==> src/rtl/oaids_pkg.sv <==
// ----------------------------------------------------------------------------
// oaids_pkg: shared types and constants
// Field widths, operation and status codes for the ordered table block.
// ----------------------------------------------------------------------------
`default_nettype none

package oaids_pkg;

  localparam int MODE_W  = 2;
  localparam int POS_W   = 6;
  localparam int VALUE_W = 32;
  localparam int STAT_W  = 3;
  localparam int FPOS_W  = 6;
  localparam int ECNT_W  = 6;

  typedef enum logic [MODE_W-1:0] {
    MODE_INSERT   = 2'd0,
    MODE_DELETE   = 2'd1,
    MODE_SEARCH   = 2'd2,
    MODE_TRAVERSE = 2'd3
  } mode_t;

  typedef enum logic [STAT_W-1:0] {
    ST_OK       = 3'd0,
    ST_FULL     = 3'd1,
    ST_BADPOS   = 3'd2,
    ST_EMPTY    = 3'd3,
    ST_NOTFOUND = 3'd4
  } status_t;

endpackage

`default_nettype wire

==> src/rtl/oaids_if.sv <==
// ----------------------------------------------------------------------------
// oaids channel interfaces
// Valid/ready channels for request items and result items.
// ----------------------------------------------------------------------------
`default_nettype none

interface oaids_req_if;
  import oaids_pkg::*;

  logic                       valid;
  logic                       ready;
  logic [MODE_W-1:0]          mode;
  logic [POS_W-1:0]           position;
  logic signed [VALUE_W-1:0]  item_value;

  modport source (output valid, output mode, output position, output item_value,
                  input ready);
  modport sink   (input valid, input mode, input position, input item_value,
                  output ready);
endinterface

interface oaids_rsp_if;
  import oaids_pkg::*;

  logic                       valid;
  logic                       ready;
  logic [STAT_W-1:0]          status;
  logic [FPOS_W-1:0]          found_position;
  logic signed [VALUE_W-1:0]  element;
  logic [ECNT_W-1:0]          entry_count;
  logic                       last;

  modport source (output valid, output status, output found_position,
                  output element, output entry_count, output last, input ready);
  modport sink   (input valid, input status, input found_position,
                  input element, input entry_count, input last, output ready);
endinterface

`default_nettype wire

==> src/rtl/oaids_ram.sv <==
// ----------------------------------------------------------------------------
// oaids_ram: generic single-port-write, single-port-read RAM
// One write and one registered read per cycle.
// ----------------------------------------------------------------------------
`default_nettype none

module oaids_ram #(
  parameter int WIDTH = 32,
  parameter int DEPTH = 32,
  parameter int AW    = (DEPTH > 1) ? $clog2(DEPTH) : 1
) (
  input  wire logic             clk,
  input  wire logic             we,
  input  wire logic [AW-1:0]    waddr,
  input  wire logic [WIDTH-1:0] wdata,
  input  wire logic [AW-1:0]    raddr,
  output logic      [WIDTH-1:0] rdata
);

  logic [WIDTH-1:0] mem [DEPTH];

  always_ff @(posedge clk) begin
    if (we) begin
      mem[waddr] <= wdata;
    end
    rdata <= mem[raddr];
  end

endmodule

`default_nettype wire

==> src/rtl/ordered_array_insert_delete_search.sv <==
// Insert: shifts the entries from the insert position up by one, then writes the new value;
//   delete: shifts the entries above the removed one down; one RAM move per cycle, then the result.
// Search: scans up to count entries from the first, one compare per cycle on the RAM read port.
// Traverse: each entry is read (S_TRD), then loaded into the output register once it is free (S_TWT); count results.
// One item at a time; req.ready is high only while the sequencer idles.
// Reset clears the entry count and control; table words hold garbage until written.
// ----------------------------------------------------------------------------
// ordered_array_insert_delete_search: ordered table with insert/delete/search
// Sequencer walks a single RAM to shift, scan and stream table entries.
// ----------------------------------------------------------------------------
`default_nettype none

module ordered_array_insert_delete_search #(
  parameter int DEPTH = 32
) (
  input  wire logic  clk,
  input  wire logic  rst,
  oaids_req_if.sink  req,
  oaids_rsp_if.source rsp
);
  import oaids_pkg::*;

  localparam int CW   = $clog2(DEPTH + 1);
  localparam int AW   = $clog2(DEPTH);
  localparam int CMPW = ((CW > POS_W) ? CW : POS_W) + 1;

  typedef enum logic [6:0] {
    S_IDLE = 7'b0000001,
    S_INS  = 7'b0000010,
    S_DEL  = 7'b0000100,
    S_SRCH = 7'b0001000,
    S_TRD  = 7'b0010000,
    S_TWT  = 7'b0100000,
    S_RESP = 7'b1000000
  } state_t;

  state_t            state;
  logic [CW-1:0]     count;
  logic [CW-1:0]     idx;
  logic [CW-1:0]     tgt;
  logic [AW-1:0]     pend_w;
  logic              pend_v;
  logic [VALUE_W-1:0] key;
  status_t           res_status;
  logic [FPOS_W-1:0] res_fpos;

  logic              rsp_valid;
  status_t           o_status;
  logic [FPOS_W-1:0] o_fpos;
  logic [VALUE_W-1:0] o_elem;
  logic [ECNT_W-1:0] o_count;
  logic              o_last;

  logic               we;
  logic [AW-1:0]      waddr;
  logic [VALUE_W-1:0] wdata;
  logic [AW-1:0]      raddr;
  logic [VALUE_W-1:0] rdata;

  logic [CW-1:0]   idx_dec;
  logic [CW-1:0]   idx_inc;
  logic [CW-1:0]   hit_pos;
  logic            issue;
  logic            match;
  logic            step_done;
  logic            out_free;
  logic            load_out;
  logic            accept;
  logic [CMPW-1:0] pos_x;
  logic [CMPW-1:0] cnt_x;
  logic [CMPW-1:0] pos_m1;

  oaids_ram #(
    .WIDTH (VALUE_W),
    .DEPTH (DEPTH),
    .AW    (AW)
  ) u_ram (
    .clk   (clk),
    .we    (we),
    .waddr (waddr),
    .wdata (wdata),
    .raddr (raddr),
    .rdata (rdata)
  );

  assign accept   = req.valid && req.ready;
  assign req.ready = (state == S_IDLE);
  assign out_free = !rsp_valid || rsp.ready;
  assign pos_x    = CMPW'(req.position);
  assign cnt_x    = CMPW'(count);
  assign pos_m1   = pos_x - CMPW'(1);
  assign idx_dec  = idx - CW'(1);
  assign idx_inc  = idx + CW'(1);
  assign hit_pos  = CW'(pend_w) + CW'(1);
  assign match    = pend_v && (rdata == key);

  // Read/write port steering; a pending read returns the data to move in the next cycle.
  always_comb begin
    issue = 1'b0;
    raddr = idx[AW-1:0];
    we    = 1'b0;
    waddr = pend_w;
    wdata = rdata;
    case (state)
      S_INS: begin
        issue = (idx > tgt);
        raddr = idx_dec[AW-1:0];
        if (pend_v) begin
          we = 1'b1;
        end else if (!issue) begin
          we    = 1'b1;
          waddr = tgt[AW-1:0];
          wdata = key;
        end
      end
      S_DEL: begin
        issue = (idx_inc < count);
        raddr = idx_inc[AW-1:0];
        we    = pend_v;
      end
      S_SRCH: begin
        issue = (idx < count) && !match;
      end
      default: begin
        issue = 1'b0;
      end
    endcase
  end

  assign step_done = !issue && !pend_v;
  assign load_out  = ((state == S_RESP) || (state == S_TWT)) && out_free;

  always_ff @(posedge clk) begin
    if (rst) begin
      state  <= S_IDLE;
      count  <= '0;
      pend_v <= 1'b0;
    end else begin
      case (state)
        S_IDLE: begin
          if (accept) begin
            pend_v   <= 1'b0;
            key      <= req.item_value;
            res_fpos <= '0;
            case (mode_t'(req.mode))
              MODE_INSERT: begin
                if (cnt_x >= CMPW'(DEPTH)) begin
                  res_status <= ST_FULL;
                  state      <= S_RESP;
                end else if (pos_x == '0 || pos_x > cnt_x + CMPW'(1)) begin
                  res_status <= ST_BADPOS;
                  state      <= S_RESP;
                end else begin
                  idx   <= count;
                  tgt   <= pos_m1[CW-1:0];
                  state <= S_INS;
                end
              end
              MODE_DELETE: begin
                if (pos_x == '0 || pos_x > cnt_x) begin
                  res_status <= ST_BADPOS;
                  state      <= S_RESP;
                end else begin
                  idx   <= pos_m1[CW-1:0];
                  state <= S_DEL;
                end
              end
              MODE_SEARCH: begin
                idx   <= '0;
                state <= S_SRCH;
              end
              MODE_TRAVERSE: begin
                if (count == '0) begin
                  res_status <= ST_EMPTY;
                  state      <= S_RESP;
                end else begin
                  idx   <= '0;
                  state <= S_TRD;
                end
              end
              default: begin
                state <= S_IDLE;
              end
            endcase
          end
        end
        S_INS: begin
          pend_v <= issue;
          pend_w <= idx[AW-1:0];
          if (issue) begin
            idx <= idx_dec;
          end
          if (step_done) begin
            count      <= count + CW'(1);
            res_status <= ST_OK;
            state      <= S_RESP;
          end
        end
        S_DEL: begin
          pend_v <= issue;
          pend_w <= idx[AW-1:0];
          if (issue) begin
            idx <= idx_inc;
          end
          if (step_done) begin
            count      <= count - CW'(1);
            res_status <= ST_OK;
            state      <= S_RESP;
          end
        end
        S_SRCH: begin
          pend_v <= issue;
          pend_w <= idx[AW-1:0];
          if (issue) begin
            idx <= idx_inc;
          end
          if (match) begin
            res_status <= ST_OK;
            res_fpos   <= FPOS_W'(hit_pos);
            state      <= S_RESP;
          end else if (step_done) begin
            res_status <= ST_NOTFOUND;
            state      <= S_RESP;
          end
        end
        S_TRD: begin
          state <= S_TWT;
        end
        S_TWT: begin
          if (out_free) begin
            idx <= idx_inc;
            if (idx_inc == count) begin
              state <= S_IDLE;
            end else begin
              state <= S_TRD;
            end
          end
        end
        S_RESP: begin
          if (out_free) begin
            state <= S_IDLE;
          end
        end
        default: begin
          state <= S_IDLE;
        end
      endcase
    end
  end

  // Output register
  always_ff @(posedge clk) begin
    if (rst) begin
      rsp_valid <= 1'b0;
    end else if (load_out) begin
      rsp_valid <= 1'b1;
    end else if (rsp.ready) begin
      rsp_valid <= 1'b0;
    end
  end

  always_ff @(posedge clk) begin
    if (load_out) begin
      o_count <= ECNT_W'(count);
      if (state == S_TWT) begin
        o_status <= ST_OK;
        o_fpos   <= '0;
        o_elem   <= rdata;
        o_last   <= (idx_inc == count);
      end else begin
        o_status <= res_status;
        o_fpos   <= res_fpos;
        o_elem   <= '0;
        o_last   <= 1'b1;
      end
    end
  end

  assign rsp.valid          = rsp_valid;
  assign rsp.status         = o_status;
  assign rsp.found_position = o_fpos;
  assign rsp.element        = o_elem;
  assign rsp.entry_count    = o_count;
  assign rsp.last           = o_last;

  a_count_bound: assert property (@(posedge clk) disable iff (rst)
    count <= CW'(DEPTH))
    else $error("entry count above table depth");

  a_we_in_shift: assert property (@(posedge clk) disable iff (rst)
    we |-> (state == S_INS || state == S_DEL))
    else $error("table write outside insert/delete");

  a_ins_count: assert property (@(posedge clk) disable iff (rst)
    (state == S_INS && step_done) |=> count == CW'($past(count) + CW'(1)))
    else $error("insert did not bump entry count");

  a_no_overwrite: assert property (@(posedge clk) disable iff (rst)
    load_out |-> (!rsp_valid || rsp.ready))
    else $error("result register loaded while holding a pending result");

endmodule

`default_nettype wire

==> src/flat_wrapper.sv <==
// flat-port wrapper written by rule: the top's interface ports become plain ports
module ordered_array_insert_delete_search_flat import oaids_pkg::*;
#(
  parameter int DEPTH = 32
)
  (clk, rst, req_valid, req_mode, req_position, req_item_value, req_ready, rsp_valid, rsp_status, rsp_found_position, rsp_element, rsp_entry_count, rsp_last, rsp_ready);
  oaids_req_if req_i ();
  oaids_rsp_if rsp_i ();
  input  wire logic clk;
  input  wire logic rst;
  input wire logic [$bits(req_i.valid)-1:0] req_valid;
  input wire logic [$bits(req_i.mode)-1:0] req_mode;
  input wire logic [$bits(req_i.position)-1:0] req_position;
  input wire logic [$bits(req_i.item_value)-1:0] req_item_value;
  output wire logic [$bits(req_i.ready)-1:0] req_ready;
  output wire logic [$bits(rsp_i.valid)-1:0] rsp_valid;
  output wire logic [$bits(rsp_i.status)-1:0] rsp_status;
  output wire logic [$bits(rsp_i.found_position)-1:0] rsp_found_position;
  output wire logic [$bits(rsp_i.element)-1:0] rsp_element;
  output wire logic [$bits(rsp_i.entry_count)-1:0] rsp_entry_count;
  output wire logic [$bits(rsp_i.last)-1:0] rsp_last;
  input wire logic [$bits(rsp_i.ready)-1:0] rsp_ready;
  assign req_i.valid = req_valid;
  assign req_i.mode = req_mode;
  assign req_i.position = req_position;
  assign req_i.item_value = req_item_value;
  assign req_ready = req_i.ready;
  assign rsp_valid = rsp_i.valid;
  assign rsp_status = rsp_i.status;
  assign rsp_found_position = rsp_i.found_position;
  assign rsp_element = rsp_i.element;
  assign rsp_entry_count = rsp_i.entry_count;
  assign rsp_last = rsp_i.last;
  assign rsp_i.ready = rsp_ready;
  ordered_array_insert_delete_search #(.DEPTH(DEPTH)) u_core (.clk(clk), .rst(rst), .req(req_i), .rsp(rsp_i));
endmodule
==> config.mk <==
export PLATFORM = sky130hd
export DESIGN_NAME = ordered_array_insert_delete_search_flat
export DESIGN_NICKNAME = d
export VERILOG_FILES = /design/src/rtl/oaids_pkg.sv /design/src/rtl/oaids_if.sv /design/src/rtl/oaids_ram.sv /design/src/rtl/ordered_array_insert_delete_search.sv /design/src/flat_wrapper.sv
export SDC_FILE = /design/constraint.sdc
export NUM_CORES = 2
export LEC_CHECK = 0
export BUFFER_PORTS_ARGS = -buffer_cell sky130_fd_sc_hd__buf_2
export CORE_ASPECT_RATIO = 2
export CORE_UTILIZATION = 48
export DETAILED_ROUTE_END_ITERATION = 12
export GPL_TIMING_DRIVEN = 0
export PLACE_DENSITY_LB_ADDON = 0.1
export RECOVER_POWER = 25
export SKIP_LAST_GASP = 1
export SYNTH_ARGS = -nofsm -noshare
export SYNTH_HDL_FRONTEND = slang
export SYNTH_SLANG_ARGS = --single-unit
==> constraint.sdc <==
create_clock -name clk -period 6.5 [get_ports clk]
set_input_delay 0 -clock clk [delete_from_list [all_inputs] [get_ports clk]]
set_output_delay 0 -clock clk [all_outputs]
set_load 0.005 [all_outputs]
==> flow_metrics.env <==
export IMPL_fp_row_count=160
export IMPL_grt_pass1_vias=26690
export IMPL_leakagePower_nw=17.4
export IMPL_critPathArrivalTime_ps=6220
export IMPL_start_kind="flip-flop"
export IMPL_synthTopCellsByArea="edfxtp_1 73%, mux4_2 9.2%, dfxtp_1 2.0%, nand2_1 1.9%, ha_1 1.1%"
export IMPL_first_pass_iters=7
export IMPL_cts_clk_slew_worst_paths_ps=70
export IMPL_cts_tree="built"
export IMPL_synthAdderAreaFrac=0.0115
export IMPL_finalCritPeriodShare=0.866
export IMPL_wl_per_cell_um=31.9
export IMPL_drv_cap=2
export IMPL_cp_required_ps=7090
export IMPL_yosys_area_share_simple=0.0555
export IMPL_status="finished, violations left"
export IMPL_worst_hold_slack_ps=111
export IMPL_cp_common_cell="clkbuf_1"
export IMPL_fin_tns_setup_ps=0
export IMPL_timing_fmax_ghz=0.178
export IMPL_vias=25647
export IMPL_ff2ff_setup_slack_ps=870
export IMPL_vias_per_cell=6.09
export IMPL_endpoint="u_core.u_ram.rdata[12]$_DFF_P_"
export IMPL_grt_ovfl_total=0
export IMPL_wirelength_um=134000
export IMPL_worstHoldPathType="in2reg"
export IMPL_die_w_um=222
export IMPL_finalCriticalPeriod_ps=5630
export IMPL_synthArstFlopShare=0
export IMPL_reg2reg_depth=10
export IMPL_setup_slack_ps=873
export IMPL_synthFlopType="edfxtp_1"
export IMPL_antenna_found_initial=4
export IMPL_io_pins=94
export IMPL_syn_avg_cell_area_um2=18.4
export IMPL_setup_violations_final=0
export IMPL_drc=0
export IMPL_skew_ps=26.2
export IMPL_ir_worst_vdd_v=0.000254
export IMPL_fin_nets=2996
export IMPL_cts_root_buffer="clkbuf_16"
export IMPL_synth_seq_cells=1177
export IMPL_fin_area_mm2=0.0538
export IMPL_preCtsSetupSlack_ps=816
export IMPL_synth_top_family_by_area="multiplexers"
export IMPL_synth_seq_area_share=0.753
export IMPL_yosysWarningCount=0
export IMPL_worstPathMaxFanout=10
export IMPL_synth_edff_count=1130
export IMPL_synthDistinctLibCells=70
export IMPL_final_antenna_net_count=0
export IMPL_place_area_mm2=0.0499
export IMPL_slowest_stage="clkbuf_1"
export IMPL_rsz0062_at_grt="false"
export IMPL_path_cells="inv_1 > ha_1 > nand2_1 > a21oi_1 > xnor2_2 > clkbuf_1 > clkbuf_1 > clkbuf_1 > o211ai_1 > nand4_1"
export IMPL_top_layer_used="met5"
export IMPL_met1Wirelength_um=46400
export IMPL_die_y_um=441
export IMPL_route_met2_wl_um=74000
export IMPL_end_kind="flip-flop"
export IMPL_synth_mux_area_frac=0.108
export IMPL_first_iter_violations=2679
export IMPL_netlist_instances=2519
export IMPL_gp_congestion=0.897
export IMPL_clockBufferDepth=3
export IMPL_hold_violations=0
export IMPL_area_growth_pct=16.2
export IMPL_violations="capacitance limit, slew limit"
export IMPL_p_per_area_mw_per_mm2=382
export IMPL_utilization=0.565
export IMPL_r2r_start="u_core.idx[0]$_DFFE_PP_"
export IMPL_cp_startpoint="u_core.idx[0]$_DFFE_PP_"
export IMPL_htreeDepth=3
export IMPL_synth_nets=2605
export IMPL_grtUsageTotal=0.280
export IMPL_numCtsBuffers=103
export IMPL_synth_compound_area_frac=0.0426
export IMPL_netlist_area_leader_share=0.733
export IMPL_numClockSinks=1177
export IMPL_cts_resized=0
export IMPL_slew_viol_final=41
export IMPL_dpl_hpwl_um=96300
export IMPL_netlist_area_mm2=0.0463
export IMPL_yosysTopAreaCell="edfxtp_1"
export IMPL_initial_core_util=0.486
export IMPL_core_mm2=0.0953
export IMPL_criticalPathCategory="reg2reg"
export IMPL_grt_max_degree=33
export IMPL_rr_endpoint="u_core.u_ram.rdata[12]$_DFF_P_"
export IMPL_synth_xor_xnor_area_share=0.0121
export IMPL_portBuffers=91
export IMPL_cpPeakStageDelay_ps=900
export IMPL_die_area_mm2=0.0978
export IMPL_wl_met3_um=6970
export IMPL_clkLatencyLatePin_ps=720
export IMPL_slew_headroom=-0.0926
export IMPL_drive_above_1_share=0.209
export IMPL_grt_first_pass_wirelength_um=190000
export IMPL_worst_pin_slew_ps=1640
==> worst min path at each step <==
stage | start | to | slack, ps | cells past startpoint
after floorplan | req_item_value[0] | u_core.key[0]$_DFFE_PP_ | 100 | 0
after CTS | req_item_value[28] | u_core.key[28]$_DFFE_PP_ | 20 | 2
after detailed placement | req_item_value[31] | u_core.key[31]$_DFFE_PP_ | 180 | 1
after global placement | req_item_value[22] | u_core.key[22]$_DFFE_PP_ | 180 | 1
after global routing | req_item_value[28] | u_core.key[28]$_DFFE_PP_ | 80 | 2
final | req_item_value[28] | u_core.key[28]$_DFFE_PP_ | 110 | 2
==> cell usage after synthesis, drive strengths merged (3+ instances only) <==
cell	n
nor4b	3
o21ai	14
mux4	190
inv	33
o211ai	35
o41ai	3
nor3	43
a21o	6
a31oi	5
ha	41
o22ai	6
xnor2	50
edfxtp	1130
o21bai	3
buf	51
a21oi	32
nand4	40
and2	37
nand3	81
nor2	59
o21a	6
dfxtp	47
clkbuf	83
or2	3
o2111ai	33
nor2b	18
nor4	4
nand2b	6
mux2i	35
mux2	35
a22oi	65
nand2	237
xor2	13
or3	3
a32oi	36
==> sequential cells by signal, summed over array words and instances, names as in the netlist, 5 cells and up <==
name,flops
u_core.rsp.element,32
u_core.pend_w,5
u_core.u_ram.rdata,32
u_core.idx,6
u_core.u_ram.mem,1024
u_core.key,32
u_core.res_fpos,6
u_core.rsp.found_position,6
u_core.count,6
u_core.state,7
u_core.tgt,6
u_core.rsp.entry_count,6
==> area by class of cell <==
type | count | area (um2)
Antenna cell | 1 | 2.50
Buffer | 134 | 661
Clock buffer | 138 | 2800
Clock inverter | 53 | 505
Fill cell | 7404 | 41500
Inverter | 33 | 124
Multi-Input combinational cell | 1175 | 10800
Sequential cell | 1177 | 34900
Tap cell | 1215 | 1520
Timing Repair Buffer | 286 | 2550
==> cell families (layout without fill, tap and decap cells) <==
logic type / Yosys count / after routing
multiplexers: 260 / 260
adder cells (fa/ha/maj): 42 / 42
other: 0 / 1
AND/OR/NAND/NOR: 547 / 547
AO/OA/AOI/OAI: 263 / 263
buffers and inverters: 167 / 644
XOR/XNOR: 63 / 63
flip-flops: 1177 / 1177
==> routing by layer <==
metal / GRT usage / vias up
met5: 0 / -
met4: 0.134 / 6
met3: 0.0410 / 260
met2: 0.527 / 1020
met1: 0.309 / 13441
li1: - / 10920
==> critical path: cells and delay by family (launching register included) <==
kind,cells,cell delay [ps]
xor gates and xnor gates,1,700
DFF,1,770
AOI/OAI and AO/OA,2,410
adders and majority gates,1,410
and+or+nand+nor,2,490
buffers and inverters,4,2670
==> what timing repair did <==
action / in CTS / in global routing
buffers inserted: 0 / 0
hold endpoints to repair: 92 / 0
hold buffers: 80 / 0
setup endpoints to repair: 0 / 0
==> per-stage QoR <==
| step | cells | power [mW] |
|---|---|---|
| after detailed placement | 3940 | 14.6 |
| after floorplan | 2519 | 12.6 |
| final | 4212 | 20.6 |
| after global routing | 4211 | 21.2 |
| after CTS | 4211 | 20.7 |
| after global placement | 3825 | 14.4 |
==> where the power goes <==
part	switching, mW	internal, mW
combinational	3.24	1.45
clock	2.76	3.35
sequential	0.231	9.54
total	6.24	14.3
==> cell usage in the layout, fill, tap and decap left out, types with 25 or more instances in the layout <==
master	count
nand3_1	81
a22oi_1	65
and2_0	29
buf_2	87
clkbuf_16	104
mux4_2	190
buf_6	97
nand2_1	237
nand4_1	40
o2111ai_1	33
edfxtp_1	1130
mux2_2	25
dfxtp_1	47
xnor2_1	48
inv_1	33
clkbuf_1	140
mux2i_1	35
a32oi_1	36
dlygate4sd3_1	80
o211ai_1	34
ha_1	41
a21oi_1	31
buf_4	26
nor2_1	55
Note: power is estimated with default switching activity, not from simulation.
